===== src/hdl/mppt_pkg.sv =====
`timescale 1ns / 1ps
`default_nettype none

package mppt_pkg;

  // Sample and accumulator widths.
  localparam int SAMPLE_BITS  = 10;
  localparam int MAX_AVERAGE  = 128;
  localparam int AVG_LOG2_MAX = $clog2(MAX_AVERAGE);
  localparam int AVG_LOG2_W   = 3;
  localparam int SUM_W        = SAMPLE_BITS + AVG_LOG2_MAX;
  localparam int IDX_W        = AVG_LOG2_MAX + 1;

  // Result widths.
  localparam int DUTY_W   = 8;
  localparam int POWER_W  = 20;
  localparam int WAIT_W   = 16;
  localparam int STREAK_W = 8;
  localparam int STEP_W   = DUTY_W + STREAK_W;
  localparam int VALUE_W  = STEP_W + 2;

  // Streak limits; the wait is divided by the streak above STREAK_FAST.
  localparam int STREAK_LIMIT = 255;
  localparam int STREAK_FAST  = 3;

  // Serial multiplier: operands as wide as an averaged sum.
  localparam int OPND_W     = SUM_W;
  localparam int MUL_CNT_W  = $clog2(OPND_W);
  localparam int PROD_W     = 2 * OPND_W;

  // Serial divider: wait base divided by the streak.
  localparam int DIV_CNT_W = $clog2(WAIT_W);

  // Register reset values.
  localparam logic [DUTY_W-1:0]     DUTY_MAX_RST  = DUTY_W'(255);
  localparam logic [DUTY_W-1:0]     DUTY_MIN_RST  = DUTY_W'(0);
  localparam logic [DUTY_W-1:0]     DUTY_STEP_RST = DUTY_W'(1);
  localparam logic [WAIT_W-1:0]     WAIT_BASE_RST = WAIT_W'(450);
  localparam logic [AVG_LOG2_W-1:0] AVG_LOG2_RST  = AVG_LOG2_W'(7);

  // Request to the serial multiplier.
  typedef struct packed {
    logic              start;
    logic [OPND_W-1:0] a;
    logic [OPND_W-1:0] b;
  } mul_req_t;

  // Request to the serial divider.
  typedef struct packed {
    logic                start;
    logic [WAIT_W-1:0]   dividend;
    logic [STREAK_W-1:0] divisor;
  } div_req_t;

endpackage

`default_nettype wire


===== src/hdl/mppt_acc.sv =====
`timescale 1ns / 1ps
`default_nettype none

module mppt_acc (
  input  wire logic                                 clk_i,
  input  wire logic                                 rst_ni,
  input  wire logic                                 take_i,
  input  wire logic [mppt_pkg::SAMPLE_BITS-1:0]     volt_i,
  input  wire logic [mppt_pkg::SAMPLE_BITS-1:0]     amp_i,
  input  wire logic [mppt_pkg::AVG_LOG2_W-1:0]      avg_log2_i,
  output logic                                      done_o,
  output logic [mppt_pkg::OPND_W-1:0]               volt_avg_o,
  output logic [mppt_pkg::OPND_W-1:0]               amp_avg_o
);

  logic [mppt_pkg::SUM_W-1:0] volt_sum_q, volt_sum_d;
  logic [mppt_pkg::SUM_W-1:0] amp_sum_q, amp_sum_d;
  logic [mppt_pkg::IDX_W-1:0] idx_q, idx_d;
  logic [mppt_pkg::IDX_W-1:0] count;

  // Running sums including the sample on offer.
  always_comb begin
    volt_sum_d = volt_sum_q + mppt_pkg::SUM_W'(volt_i);
    amp_sum_d  = amp_sum_q + mppt_pkg::SUM_W'(amp_i);
    idx_d      = idx_q + mppt_pkg::IDX_W'(1);
    count      = mppt_pkg::IDX_W'(1) << avg_log2_i;
  end

  // The measurement closes once the count reaches or passes 2^k.
  assign done_o     = (idx_d >= count);
  assign volt_avg_o = mppt_pkg::OPND_W'(volt_sum_d >> avg_log2_i);
  assign amp_avg_o  = mppt_pkg::OPND_W'(amp_sum_d >> avg_log2_i);

  always_ff @(posedge clk_i or negedge rst_ni) begin
    if (!rst_ni) begin
      volt_sum_q <= '0;
      amp_sum_q  <= '0;
      idx_q      <= '0;
    end else if (take_i) begin
      if (done_o) begin
        volt_sum_q <= '0;
        amp_sum_q  <= '0;
        idx_q      <= '0;
      end else begin
        volt_sum_q <= volt_sum_d;
        amp_sum_q  <= amp_sum_d;
        idx_q      <= idx_d;
      end
    end
  end

endmodule

`default_nettype wire


===== src/hdl/mppt_mul.sv =====
`timescale 1ns / 1ps
`default_nettype none

module mppt_mul (
  input  wire logic                             clk_i,
  input  wire logic                             rst_ni,
  input  wire mppt_pkg::mul_req_t               req_i,
  output logic                                  done_o,
  output logic [mppt_pkg::PROD_W-1:0]           prod_o
);

  logic                                busy_q;
  logic                                done_q;
  logic [mppt_pkg::MUL_CNT_W-1:0]      cnt_q;
  logic [mppt_pkg::OPND_W-1:0]         acc_q;
  logic [mppt_pkg::OPND_W-1:0]         plier_q;
  logic [mppt_pkg::OPND_W-1:0]         mcand_q;
  logic [mppt_pkg::OPND_W:0]           sum;

  // One multiplier bit per cycle: add the multiplicand, then shift right.
  always_comb begin
    sum = {1'b0, acc_q};
    if (plier_q[0]) begin
      sum = {1'b0, acc_q} + {1'b0, mcand_q};
    end
  end

  always_ff @(posedge clk_i or negedge rst_ni) begin
    if (!rst_ni) begin
      busy_q <= 1'b0;
      done_q <= 1'b0;
      cnt_q  <= '0;
    end else begin
      done_q <= 1'b0;
      if (req_i.start) begin
        busy_q <= 1'b1;
        cnt_q  <= mppt_pkg::MUL_CNT_W'(mppt_pkg::OPND_W - 1);
      end else if (busy_q) begin
        if (cnt_q == '0) begin
          busy_q <= 1'b0;
          done_q <= 1'b1;
        end else begin
          cnt_q <= cnt_q - mppt_pkg::MUL_CNT_W'(1);
        end
      end
    end
  end

  // Partial product in the upper half, multiplier bits shift out below.
  always_ff @(posedge clk_i) begin
    if (req_i.start) begin
      acc_q   <= '0;
      plier_q <= req_i.b;
      mcand_q <= req_i.a;
    end else if (busy_q) begin
      acc_q   <= sum[mppt_pkg::OPND_W:1];
      plier_q <= {sum[0], plier_q[mppt_pkg::OPND_W-1:1]};
    end
  end

  assign done_o = done_q;
  assign prod_o = {acc_q, plier_q};

endmodule

`default_nettype wire


===== src/hdl/mppt_div.sv =====
`timescale 1ns / 1ps
`default_nettype none

module mppt_div (
  input  wire logic                             clk_i,
  input  wire logic                             rst_ni,
  input  wire mppt_pkg::div_req_t               req_i,
  output logic                                  done_o,
  output logic [mppt_pkg::WAIT_W-1:0]           quo_o
);

  logic                                busy_q;
  logic                                done_q;
  logic [mppt_pkg::DIV_CNT_W-1:0]      cnt_q;
  logic [mppt_pkg::STREAK_W-1:0]       rem_q;
  logic [mppt_pkg::WAIT_W-1:0]         quo_q;
  logic [mppt_pkg::STREAK_W-1:0]       dvs_q;
  logic [mppt_pkg::STREAK_W:0]         shifted;
  logic [mppt_pkg::STREAK_W:0]         diff;
  logic                                fits;

  // Restoring division, one quotient bit per cycle.
  always_comb begin
    shifted = {rem_q, quo_q[mppt_pkg::WAIT_W-1]};
    diff    = shifted - {1'b0, dvs_q};
    fits    = (shifted >= {1'b0, dvs_q});
  end

  always_ff @(posedge clk_i or negedge rst_ni) begin
    if (!rst_ni) begin
      busy_q <= 1'b0;
      done_q <= 1'b0;
      cnt_q  <= '0;
    end else begin
      done_q <= 1'b0;
      if (req_i.start) begin
        busy_q <= 1'b1;
        cnt_q  <= mppt_pkg::DIV_CNT_W'(mppt_pkg::WAIT_W - 1);
      end else if (busy_q) begin
        if (cnt_q == '0) begin
          busy_q <= 1'b0;
          done_q <= 1'b1;
        end else begin
          cnt_q <= cnt_q - mppt_pkg::DIV_CNT_W'(1);
        end
      end
    end
  end

  // The dividend shifts out of the top as quotient bits shift in below.
  always_ff @(posedge clk_i) begin
    if (req_i.start) begin
      rem_q <= '0;
      quo_q <= req_i.dividend;
      dvs_q <= req_i.divisor;
    end else if (busy_q) begin
      rem_q <= fits ? diff[mppt_pkg::STREAK_W-1:0] : shifted[mppt_pkg::STREAK_W-1:0];
      quo_q <= {quo_q[mppt_pkg::WAIT_W-2:0], fits};
    end
  end

  assign done_o = done_q;
  assign quo_o  = quo_q;

endmodule

`default_nettype wire


===== src/hdl/mppt_perturb_observe_adaptive.sv =====
`timescale 1ns / 1ps
`default_nettype none

// Adaptive perturb-and-observe maximum power point tracker.
// The slave stream carries one voltage and one current converter sample per
// request. The block sums 2^k pairs (k from the average_log2 register), then
// multiplies the averaged sums into panel power and takes one duty step.
// Each closed measurement sends one request on the master stream with the new
// duty, the power, the wait time and the success streak; other samples send
// nothing. For a closing sample the result is computed by two passes of the
// bit-serial multiplier (power, then step times streak) and one pass of the
// bit-serial divider (wait time). s_axis_tready is low from the closing
// sample until the result is loaded into the output register, so no further
// sample is accepted over that run.
// The result sits in an output register; the next measurement can run while
// it waits, and it holds before the load until the receiver takes the
// earlier result.
// Reset clears sums, duty, direction and previous power, sets the streak to one
// and loads the register defaults. Registers sit on an APB port at byte address
// 4*i; the user must write them only while no measurement is running (unchecked).
module mppt_perturb_observe_adaptive (
  input  wire logic        clk_i,
  input  wire logic        rst_ni,
  // Slave stream; tdata: volt_sample [9:0], amp_sample [19:10], zero fill.
  input  wire logic        s_axis_tvalid,
  output logic             s_axis_tready,
  input  wire logic [23:0] s_axis_tdata,
  // Master stream; tdata: duty_out [7:0], power_out [27:8], wait_ms [43:28],
  // streak_out [51:44], zero fill.
  output logic             m_axis_tvalid,
  input  wire logic        m_axis_tready,
  output logic [55:0]      m_axis_tdata,
  // Configuration port.
  input  wire logic        psel,
  input  wire logic        penable,
  input  wire logic        pwrite,
  input  wire logic [4:0]  paddr,
  input  wire logic [31:0] pwdata,
  output logic [31:0]      prdata,
  output logic             pready
);

  localparam logic [2:0] REG_DUTY_MAX  = 3'd0;
  localparam logic [2:0] REG_DUTY_MIN  = 3'd1;
  localparam logic [2:0] REG_DUTY_STEP = 3'd2;
  localparam logic [2:0] REG_WAIT_BASE = 3'd3;
  localparam logic [2:0] REG_AVG_LOG2  = 3'd4;

  typedef enum logic [2:0] {
    S_IDLE,
    S_PWR_GO,
    S_PWR,
    S_STEP_GO,
    S_STEP,
    S_DIV_GO,
    S_DIV,
    S_OUT
  } state_e;

  state_e state_q;

  // Configuration registers.
  logic [mppt_pkg::DUTY_W-1:0]     duty_max_q;
  logic [mppt_pkg::DUTY_W-1:0]     duty_min_q;
  logic [mppt_pkg::DUTY_W-1:0]     duty_step_q;
  logic [mppt_pkg::WAIT_W-1:0]     wait_base_q;
  logic [mppt_pkg::AVG_LOG2_W-1:0] avg_log2_q;
  logic                            cfg_wr;

  // Tracker state and working registers.
  logic [mppt_pkg::POWER_W-1:0]  prev_power_q;
  logic [mppt_pkg::POWER_W-1:0]  power_q;
  logic [mppt_pkg::DUTY_W-1:0]   duty_now_q;
  logic                          going_up_q;
  logic [mppt_pkg::STREAK_W-1:0] streak_q;
  logic                          success_q;
  logic [mppt_pkg::WAIT_W-1:0]   wait_q;
  logic [mppt_pkg::OPND_W-1:0]   op_a_q;
  logic [mppt_pkg::OPND_W-1:0]   op_b_q;
  logic                          m_tvalid_q;
  logic [55:0]                   m_tdata_q;

  // Unit interfaces.
  logic                          take;
  logic                          acc_done;
  logic [mppt_pkg::OPND_W-1:0]   volt_avg;
  logic [mppt_pkg::OPND_W-1:0]   amp_avg;
  mppt_pkg::mul_req_t            mul_req;
  logic                          mul_done;
  logic [mppt_pkg::PROD_W-1:0]   mul_prod;
  mppt_pkg::div_req_t            div_req;
  logic                          div_done;
  logic [mppt_pkg::WAIT_W-1:0]   div_quo;

  // Step logic.
  logic [mppt_pkg::POWER_W-1:0]        power_new;
  logic [mppt_pkg::STEP_W-1:0]         step;
  logic                                up;
  logic signed [mppt_pkg::VALUE_W-1:0] value;
  logic signed [mppt_pkg::VALUE_W-1:0] duty_ext;
  logic signed [mppt_pkg::VALUE_W-1:0] step_ext;
  logic signed [mppt_pkg::VALUE_W-1:0] max_ext;
  logic signed [mppt_pkg::VALUE_W-1:0] min_ext;
  logic [mppt_pkg::DUTY_W-1:0]         duty_new;
  logic [mppt_pkg::STREAK_W-1:0]       streak_new;

  // Configuration port: writes complete in the access cycle.
  assign pready = 1'b1;
  assign cfg_wr = psel & penable & pwrite & pready;

  always_ff @(posedge clk_i or negedge rst_ni) begin
    if (!rst_ni) begin
      duty_max_q  <= mppt_pkg::DUTY_MAX_RST;
      duty_min_q  <= mppt_pkg::DUTY_MIN_RST;
      duty_step_q <= mppt_pkg::DUTY_STEP_RST;
      wait_base_q <= mppt_pkg::WAIT_BASE_RST;
      avg_log2_q  <= mppt_pkg::AVG_LOG2_RST;
    end else if (cfg_wr) begin
      unique case (paddr[4:2])
        REG_DUTY_MAX:  duty_max_q  <= pwdata[mppt_pkg::DUTY_W-1:0];
        REG_DUTY_MIN:  duty_min_q  <= pwdata[mppt_pkg::DUTY_W-1:0];
        REG_DUTY_STEP: duty_step_q <= pwdata[mppt_pkg::DUTY_W-1:0];
        REG_WAIT_BASE: wait_base_q <= pwdata[mppt_pkg::WAIT_W-1:0];
        REG_AVG_LOG2:  avg_log2_q  <= pwdata[mppt_pkg::AVG_LOG2_W-1:0];
        default: ;
      endcase
    end
  end

  always_comb begin
    unique case (paddr[4:2])
      REG_DUTY_MAX:  prdata = 32'(duty_max_q);
      REG_DUTY_MIN:  prdata = 32'(duty_min_q);
      REG_DUTY_STEP: prdata = 32'(duty_step_q);
      REG_WAIT_BASE: prdata = 32'(wait_base_q);
      REG_AVG_LOG2:  prdata = 32'(avg_log2_q);
      default:       prdata = '0;
    endcase
  end

  // Sample accumulation.
  assign s_axis_tready = (state_q == S_IDLE);
  assign take          = s_axis_tvalid & s_axis_tready;

  mppt_acc u_acc (
    .clk_i      (clk_i),
    .rst_ni     (rst_ni),
    .take_i     (take),
    .volt_i     (s_axis_tdata[9:0]),
    .amp_i      (s_axis_tdata[19:10]),
    .avg_log2_i (avg_log2_q),
    .done_o     (acc_done),
    .volt_avg_o (volt_avg),
    .amp_avg_o  (amp_avg)
  );

  // Shared serial multiplier for the power and for the scaled step.
  assign mul_req.start = (state_q == S_PWR_GO) || (state_q == S_STEP_GO);
  assign mul_req.a     = op_a_q;
  assign mul_req.b     = op_b_q;

  mppt_mul u_mul (
    .clk_i  (clk_i),
    .rst_ni (rst_ni),
    .req_i  (mul_req),
    .done_o (mul_done),
    .prod_o (mul_prod)
  );

  // Serial divider for the wait time.
  assign div_req.start    = (state_q == S_DIV_GO);
  assign div_req.dividend = wait_base_q;
  assign div_req.divisor  = streak_q;

  mppt_div u_div (
    .clk_i  (clk_i),
    .rst_ni (rst_ni),
    .req_i  (div_req),
    .done_o (div_done),
    .quo_o  (div_quo)
  );

  // Perturbation step: move the duty and clamp it, testing the upper bound first.
  always_comb begin
    power_new = mul_prod[mppt_pkg::POWER_W-1:0];
    step      = mul_prod[mppt_pkg::STEP_W-1:0];
    up        = success_q ? going_up_q : ~going_up_q;
    duty_ext  = $signed(mppt_pkg::VALUE_W'(duty_now_q));
    step_ext  = $signed(mppt_pkg::VALUE_W'(step));
    max_ext   = $signed(mppt_pkg::VALUE_W'(duty_max_q));
    min_ext   = $signed(mppt_pkg::VALUE_W'(duty_min_q));
    value     = up ? (duty_ext + step_ext) : (duty_ext - step_ext);
    priority if (value >= max_ext) begin
      duty_new = duty_max_q;
    end else if (value <= min_ext) begin
      duty_new = duty_min_q;
    end else begin
      duty_new = value[mppt_pkg::DUTY_W-1:0];
    end
    priority if (!success_q) begin
      streak_new = mppt_pkg::STREAK_W'(1);
    end else if (streak_q >= mppt_pkg::STREAK_W'(mppt_pkg::STREAK_LIMIT)) begin
      streak_new = mppt_pkg::STREAK_W'(mppt_pkg::STREAK_LIMIT);
    end else begin
      streak_new = streak_q + mppt_pkg::STREAK_W'(1);
    end
  end

  // Measurement sequencer and output register.
  always_ff @(posedge clk_i or negedge rst_ni) begin
    if (!rst_ni) begin
      state_q      <= S_IDLE;
      prev_power_q <= '0;
      duty_now_q   <= '0;
      going_up_q   <= 1'b0;
      streak_q     <= mppt_pkg::STREAK_W'(1);
      success_q    <= 1'b0;
      m_tvalid_q   <= 1'b0;
    end else begin
      unique case (state_q)
        S_IDLE: begin
          if (take && acc_done) begin
            state_q <= S_PWR_GO;
          end
        end
        S_PWR_GO: begin
          state_q <= S_PWR;
        end
        S_PWR: begin
          if (mul_done) begin
            success_q    <= (power_new > prev_power_q);
            prev_power_q <= power_new;
            state_q      <= S_STEP_GO;
          end
        end
        S_STEP_GO: begin
          state_q <= S_STEP;
        end
        S_STEP: begin
          if (mul_done) begin
            duty_now_q <= duty_new;
            going_up_q <= up;
            streak_q   <= streak_new;
            state_q    <= S_DIV_GO;
          end
        end
        S_DIV_GO: begin
          state_q <= S_DIV;
        end
        S_DIV: begin
          if (div_done) begin
            state_q <= S_OUT;
          end
        end
        S_OUT: begin
          if (!m_tvalid_q || m_axis_tready) begin
            state_q <= S_IDLE;
          end
        end
        default: begin
          state_q <= S_IDLE;
        end
      endcase
      // The output register loads a new result, or empties once it is taken.
      priority if ((state_q == S_OUT) && (!m_tvalid_q || m_axis_tready)) begin
        m_tvalid_q <= 1'b1;
      end else if (m_tvalid_q && m_axis_tready) begin
        m_tvalid_q <= 1'b0;
      end
    end
  end

  // Payload registers.
  always_ff @(posedge clk_i) begin
    if (take && acc_done) begin
      op_a_q <= volt_avg;
      op_b_q <= amp_avg;
    end
    if ((state_q == S_PWR) && mul_done) begin
      power_q <= power_new;
      op_a_q  <= mppt_pkg::OPND_W'(duty_step_q);
      op_b_q  <= mppt_pkg::OPND_W'(streak_q);
    end
    if ((state_q == S_DIV) && div_done) begin
      wait_q <= (streak_q > mppt_pkg::STREAK_W'(mppt_pkg::STREAK_FAST)) ? div_quo : wait_base_q;
    end
    if ((state_q == S_OUT) && (!m_tvalid_q || m_axis_tready)) begin
      m_tdata_q <= {4'b0, streak_q, wait_q, power_q, duty_now_q};
    end
  end

  assign m_axis_tvalid = m_tvalid_q;
  assign m_axis_tdata  = m_tdata_q;

endmodule

`default_nettype wire

===== config.mk =====
export PLATFORM = sky130hd
export DESIGN_NAME = mppt_perturb_observe_adaptive
export DESIGN_NICKNAME = d
export VERILOG_FILES = /design/src/hdl/mppt_pkg.sv /design/src/hdl/mppt_acc.sv /design/src/hdl/mppt_mul.sv /design/src/hdl/mppt_div.sv /design/src/hdl/mppt_perturb_observe_adaptive.sv
export SDC_FILE = /design/constraint.sdc
export NUM_CORES = 1
export LEC_CHECK = 0
export BUFFER_PORTS_ARGS = -buffer_cell sky130_fd_sc_hd__clkbuf_2
export CAP_MARGIN = 5
export CORE_MARGIN = 2
export CORE_UTILIZATION = 40
export CTS_BUF_LIST = sky130_fd_sc_hd__clkbuf_4
export CTS_CLUSTER_DIAMETER = 150
export DETAILED_ROUTE_END_ITERATION = 10
export GPL_TIMING_DRIVEN = 0
export PLACE_DENSITY = 0.59
export SETUP_SLACK_MARGIN = 0.3
export SYNTH_ARGS = -nofsm -noshare
export SYNTH_HDL_FRONTEND = slang
export SYNTH_HIERARCHICAL = 1
export SYNTH_SLANG_ARGS = --single-unit

===== constraint.sdc =====
create_clock -name clk_i -period 6.05 [get_ports clk_i]
set_clock_uncertainty 0.1 [all_clocks]
set_input_delay 1.21 -clock clk_i [delete_from_list [all_inputs] [get_ports clk_i]]
set_output_delay 1.21 -clock clk_i [all_outputs]
set_load 0.03 [all_outputs]

# Word-level counts from Yosys, hierarchy flattened
# Index checks and enable logic that the tools add are counted.
# Widths: inputs -> output; s select.
[op_classes] add_sub_neg=10 order_cmp=7 n_eq_ne=18 n_shift=3 n_mux=47 n_bitwise=4 n_reduce_logical=26
[op_table] op="$mux 8" count=10
[op_table] op="$pmux 16 s5" count=1
[op_table] op="$mux 17" count=4
[op_table] op="$mux 16" count=3
[op_table] op="$mux 18" count=2
[op_table] op="$add 17x10->17" count=2
[op_table] op="$shr 17x3->17" count=2
[op_table] op="$pmux 3 s8" count=1
[op_table] op="$gt 20x20->1" count=1
[op_table] op="$add 17x17->18" count=1
[op_table] op="$ge 18x9->1" count=1
[op_table] op="$le 18x9->1" count=1
[op_table] op="$reduce_and 2->1" count=9
[op_table] op="$add 8x16->17" count=1
[op_table] op="$sub 8x16->17" count=1
[op_table] op="$add 8x1->8 const B" count=2
[op_table] op="$eq 3x3->1 const B" count=5
[op_table] op="$mux 1" count=15
[op_table] op="$mux 3" count=5
[op_table] op="$mux 5" count=3
[op_table] op="$eq 3x2->1 const B" count=4
[op_table] op="$mux 4" count=3
[op_table] op="$ge 9x8->1" count=1
[op_table] op="$ge 8x8->1" count=1
[op_table] op="19 further kinds" count=36
[totals] ff_bits=345 input_bits=68 wordCells=149

# Logic depth before layout (Yosys ltp)
[logic_depth] ltp_word=6 depth_mapped=21 depth_no_buf=19

# By module
# The synthesis kept the hierarchy.
[modules_own_cells] mod="mppt_perturb_observe_adaptive" n_inst=1 cells_each=887 area_per_inst_um2=10267.3 seq_area_each_um2=5631.7
[modules_own_cells] mod="mppt_acc" n_inst=1 cells_each=595 area_per_inst_um2=4788.3 seq_area_each_um2=1051.0
[modules_own_cells] mod="mppt_mul" n_inst=1 cells_each=267 area_per_inst_um2=3056.7 seq_area_each_um2=1536.5
[modules_own_cells] mod="mppt_div" n_inst=1 cells_each=170 area_per_inst_um2=2050.7 seq_area_each_um2=1031.0

# Worst setup path after synthesis
# OpenSTA, ideal clock, no wires.
[synth_path] kind="register to register" start="register avg_log2_q[1] in the netlist's numbering" end="register op_a_q[0] in the netlist's numbering (enable)" arrival_ns=3.697 t_required_ns=5.539 path_slack_ns=1.842 path_stages_with_launch=14 path_buffers=5 synth_period_minus_slack_ns=4.208 path_cell_list="dfstp_2 clkbuf_1 inv_1 buf_6 clkbuf_1 or3_1 ha_1 a21oi_1 o211a_1 a21oi_1 clkbuf_1 nand2_1 clkbuf_1 o21ai_0"
[synth_between] elab_chain_len=4
[synth_rtl] element="start: declaration" line="mppt_perturb_observe_adaptive.sv:67" rtl="logic [mppt_pkg::AVG_LOG2_W-1:0] avg_log2_q;"
[synth_rtl] element="start signal: assignment" line="mppt_perturb_observe_adaptive.sv:117" rtl="avg_log2_q <= mppt_pkg::AVG_LOG2_RST;"
[synth_rtl] element="start signal: assignment" line="mppt_perturb_observe_adaptive.sv:124" rtl="REG_AVG_LOG2: avg_log2_q <= pwdata[mppt_pkg::AVG_LOG2_W-1:0];"
[synth_rtl] element="$shl 1x3->8" line="mppt_acc.sv:26" rtl="count = mppt_pkg::IDX_W'(1) << avg_log2_i;"
[synth_rtl] element="$ge 8x8->1" line="mppt_acc.sv:30" rtl="assign done_o = (idx_d >= count);"
[synth_rtl] element="net acc_done" line="mppt_perturb_observe_adaptive.sv:85" rtl="logic acc_done;"
[synth_rtl] element="$logic_and 1x1->1" line="mppt_perturb_observe_adaptive.sv:275" rtl="if (take && acc_done) begin"
[synth_rtl] element="$reduce_bool 2->1 (no line)"
[synth_rtl] element="end signal: assignment" line="mppt_perturb_observe_adaptive.sv:276" rtl="op_a_q <= volt_avg;"
[synth_rtl] element="end signal: assignment" line="mppt_perturb_observe_adaptive.sv:281" rtl="op_a_q <= mppt_pkg::OPND_W'(duty_step_q);"
[synth_rtl] element="end: declaration" line="mppt_perturb_observe_adaptive.sv:78" rtl="logic [mppt_pkg::OPND_W-1:0] op_a_q;"
# The timed path passes the listed nets, and every way through them passes these cells.
# A chain may end at the register's enable or synchronous reset.

# Final worst setup path
# Same ends and word-level chain as after synthesis.

==> summary.md <==
Setup repair after global routing left no endpoint under its margin. The final count of pins violating max slew was 0; the total leakage power was 9.631 nW. STA classifies the critical path endpoint as a flop. The area of the die came out at 52220 um^2. In this design, the largest share of critical-path delay is due to buffers and inverters. For the pin with the worst max-slew slack, the measured transition is 1.128 ns.

After detailed routing, the average wire length per cell comes to 18.27 um. In the routed design, unresolved DRC markers number 0. The tightest hold path in the finished design has a slack of 0.2053 ns. Once the clock tree was built, the setup fixing pass inserted 0 buffers.

Clock tree synthesis inserted a total of 94 buffers. In this run the number of H-tree levels came out at 3. During placement, the flow inserted port buffers numbering 115. TritonCTS built the clock tree. The first global-routing pass estimated 84.45 mm of wire. The logs give 0 for the overflow left after global routing and 3 for the maximum buffer depth of the clock tree.

The type of the worst min-delay path is primary input to asynchronous set/reset pin. The tool flagged a number of max-cap violations equal to 0. The largest total area in the synthesized netlist belongs to edfxtp_1. The number of buffers and inverters on the critical path is 7. The tree built by TritonCTS fans out to 345 sinks. The final critical path takes up 88.25% of the cycle. Walking the worst path, the cells encountered are clkbuf_1 -> inv_1 -> buf_6 -> clkbuf_1 -> or3_1 -> ha_1 -> a21oi_1 -> o211a_1 -> a21oi_1 -> clkbuf_1 -> nand2_1 -> clkbuf_1 -> o21ai_2 -> buf_4. The final critical-path required period came out at 5.339 ns.

The most common flop cell mapped by yosys was edfxtp_1. The total count of hold-check failures in the final report is 0. The number of storage elements in the synthesis netlist came out at 345. In the layout the commonest cells are nand2_1 (195), edfxtp_1 (162), clkbuf_4 (138).

The largest single stage delay on the critical path is 0.59 ns. Final-layout setup total negative slack: 0 ns. The commonest non-fill, non-tap cell in the layout is nand2_1.

For this design the ratio of total power to cell area is 314.6 nW/um^2. The net count of the finished layout is 2339. The tools report the cell at the root of the clock tree as clkbuf_4.

The count of warnings emitted by yosys was 6; the tightest slew margin relative to the limit was 23.76%. For the number of instances in the synthesized netlist, the log shows 1919. The die is 228.5 um wide. The congestion estimate from routability-driven global placement came to 0.9356. The total number of vias was 15670. Before antenna repair, the detailed router went through 6 iterations.

The share of flip-flops with an asynchronous set or reset after synthesis is 40.58%, and the number of global-route vias before repair is 15620. The synthesized design devotes to its leading area cell type 24.13% of total area. The critical path runs through a total of 14 cells. The post-route netlist has 23.01% of its cells at a drive strength greater than 1. A synthesized cell averages 10.51 um^2. In this run the count of I/O pins placed on the die edge is 159. The run gives 0 as the number of antenna-violating nets in the routed design.

Entering global routing, the biggest net connects 103 pins. From bottom edge to top edge, the die measures 228.5 um. Setup violations remaining at the end of the flow were counted as 0. Summed over all nets, the half-perimeter wirelength after detailed placement is 39.79 mm. Clock-pin slew on the worst setup and hold paths: 0.07 ns.

For this configuration, the core starts out at a cell density of 40.35%. For the number of antenna violations at the first check in global routing, the log shows 2. The logs give 6.47 ns for the critical path data required time and 20.20% for the global routing usage summed across all routing layers. Sequential share of the synthesized area: 45.88%. Row generation in the floorplan step produced 82 rows.

STA puts the critical path data arrival time at 5.76 ns. The netlist uses 108 different library cells. The worst register-to-register path has a depth of 14. The post-synthesis to final-layout area growth works out to 14.08%. The clock latency on the worst-skew pair is 0.87 ns, and the maximum vdd drop is 0.0001270 V. For the highest attainable clock frequency, the log shows 0.1873 GHz. The type of the setup path with the least slack is flop to flop. The maximum fanout along the worst path came out at 11. The largest individual stage delay along the critical path comes from the cell clkbuf_1. Yosys mapped a number of flops with a built-in enable equal to 162. Yosys attributes the largest share of cell area to edfxtp_1 (24%), dfrtp_1 (15%), ha_1 (6.9%).

The via density per instance is 5.385. The floorplan step defined a core boundary enclosing 49970 um^2. Among the stages of the critical path, the cell type that occurs most often is clkbuf_1. The kind of start point of the critical path was a flop. The flow ran to the end, and the final reports show no timing, DRC or antenna violations. The count of routing violations after the opening detailed-route iteration came out at 1256. The final wirelength is 53.17 mm. Post-synthesis cell area: 20160 um^2.

After filler insertion, the fill cell instance count of the layout stands at 4764.
## synth_stat cells (12+ instances only)
library cell and instances:
xnor2_1 48, nand3_1 41, dfstp_2 17, o21a_1 19, nor2_1 102, mux2i_1 50
ha_1 111, dfxtp_1 43, a21o_1 24, xor2_1 19, mux2_2 119, clkbuf_1 66
nand2_1 195, a211oi_1 27, dfrtp_1 123, nand2b_1 28, o21ai_0 100, and2_1 12
buf_1 21, edfxtp_1 162, a31oi_1 19, and3_1 26, nor2b_1 31, buf_4 21
nand4_1 13, o2bb2ai_1 24, inv_1 86, nor3_1 25, a21oi_1 107
## final cells by class
cell class                 instances  area [um^2]  share of cell area [%]
multi-input combinational       1383        10100                   43.90
timing repair buffer             120        661.9                   2.877
tap                              672        840.8                   3.655
clock inverter                    38        195.2                  0.8486
antenna                            4        10.01                 0.04352
inverter                          88        330.3                   1.436
sequential                       345         9250                   40.21
clock buffer                     138         1036                   4.504
buffer                           122        580.6                   2.524
## power by group
group          switching (W)  total [W]  internal [W]
sequential          0.000171    0.00286       0.00269
clock                0.00103    0.00213       0.00110
combinational        0.00130    0.00224      0.000946
## per-stage QoR
| step | cells | power, W | instance area, um^2 | utilization (%) | worst slack, ns |
|---|---|---|---|---|---|
| finish | 2910 | 0.007236 | 23000 | 46.04 | 0.7107 |
| global route | 2910 | 0.007715 | 23000 | 46.04 | 0.4136 |
| CTS | 2906 | 0.007306 | 22990 | 46.01 | 0.3693 |
| detailed placement | 2730 | 0.005124 | 21760 | 43.54 | 0.4640 |
| global placement | 2725 | 0.005072 | 21650 | 43.33 | 0.3636 |
| floorplan | 1938 | 0.004506 | 20230 | - | 1.842 |
## path summary, 6_finish.rpt
path | startpoint | end | slack [ns]
max | avg_log2_q[1] | op_a_q[0] | 0.71
min | rst_ni | wait_base_q[2] | 0.21
max reg2reg | avg_log2_q[1] | op_a_q[0] | 0.71
min reg2reg | wait_q[13] | m_axis_tdata[41] | 0.29
max in group asynchronous | rst_ni | prev_power_q[15] | 4.77
min in group clk_i | wait_q[13] | m_axis_tdata[41] | 0.29
## worst reg2reg max path: stages (launching register included)
cell      delay, ns
dfstp_2        0.54
clkbuf_1       0.34
inv_1          0.28
buf_6          0.22
clkbuf_1       0.28
or3_1          0.48
ha_1           0.29
a21oi_1        0.06
o211a_1        0.22
a21oi_1        0.53
clkbuf_1       0.59
nand2_1        0.14
clkbuf_1       0.31
o21ai_2        0.35
buf_4          0.27
## cell families (layout without fill, tap and decap cells)
logic type               count (synthesis)  in the layout  synth area share [%]
adder cells (fa/ha/maj)                117            117                 7.484
multiplexers                           179            179                 10.17
flip-flops                             345            345                 45.88
buffers and inverters                  210            506                 4.511
AO/OA/AOI/OAI                          461            461                 15.90
other                                    2             25               0.03725
XOR/XNOR                                67             67                 2.910
AND/OR/NAND/NOR                        538            538                 13.11
## per-layer routing
metal	up-vias	global-route usage (%)	part of all wire [%]
li1	7527	-	-
met1	7644	27.20	46
met2	397	32.84	47
met3	102	3.456	4.2
met4	0	7.067	2.5
met5	-	0	0
## registers in the layout, indices dropped and copies added, names as in the netlist, 4 cells and up
signal,flops
u_mul/plier_q,17
u_div/rem_q,8
duty_min_q,8
op_b_q,17
u_mul/acc_q,17
u_acc/amp_sum_q,17
op_a_q,17
wait_q,16
duty_max_q,8
wait_base_q,16
m_axis_tdata,52
u_mul/mcand_q,17
duty_step_q,8
u_div/quo_o,16
u_div/cnt_q,4
u_div/dvs_q,8
u_mul/cnt_q,5
power_q,20
u_acc/volt_sum_q,17
u_acc/idx_q,8
streak_q,8
prev_power_q,20
duty_now_q,8
## repair_timing
action | 4_1_cts | 5_1_grt
gates resized for setup | 0 | 1
hold buffers | 0 | 0
endpoints found under the setup margin | 0 | 10
No activity file was read; power rests on OpenSTA's default activity.
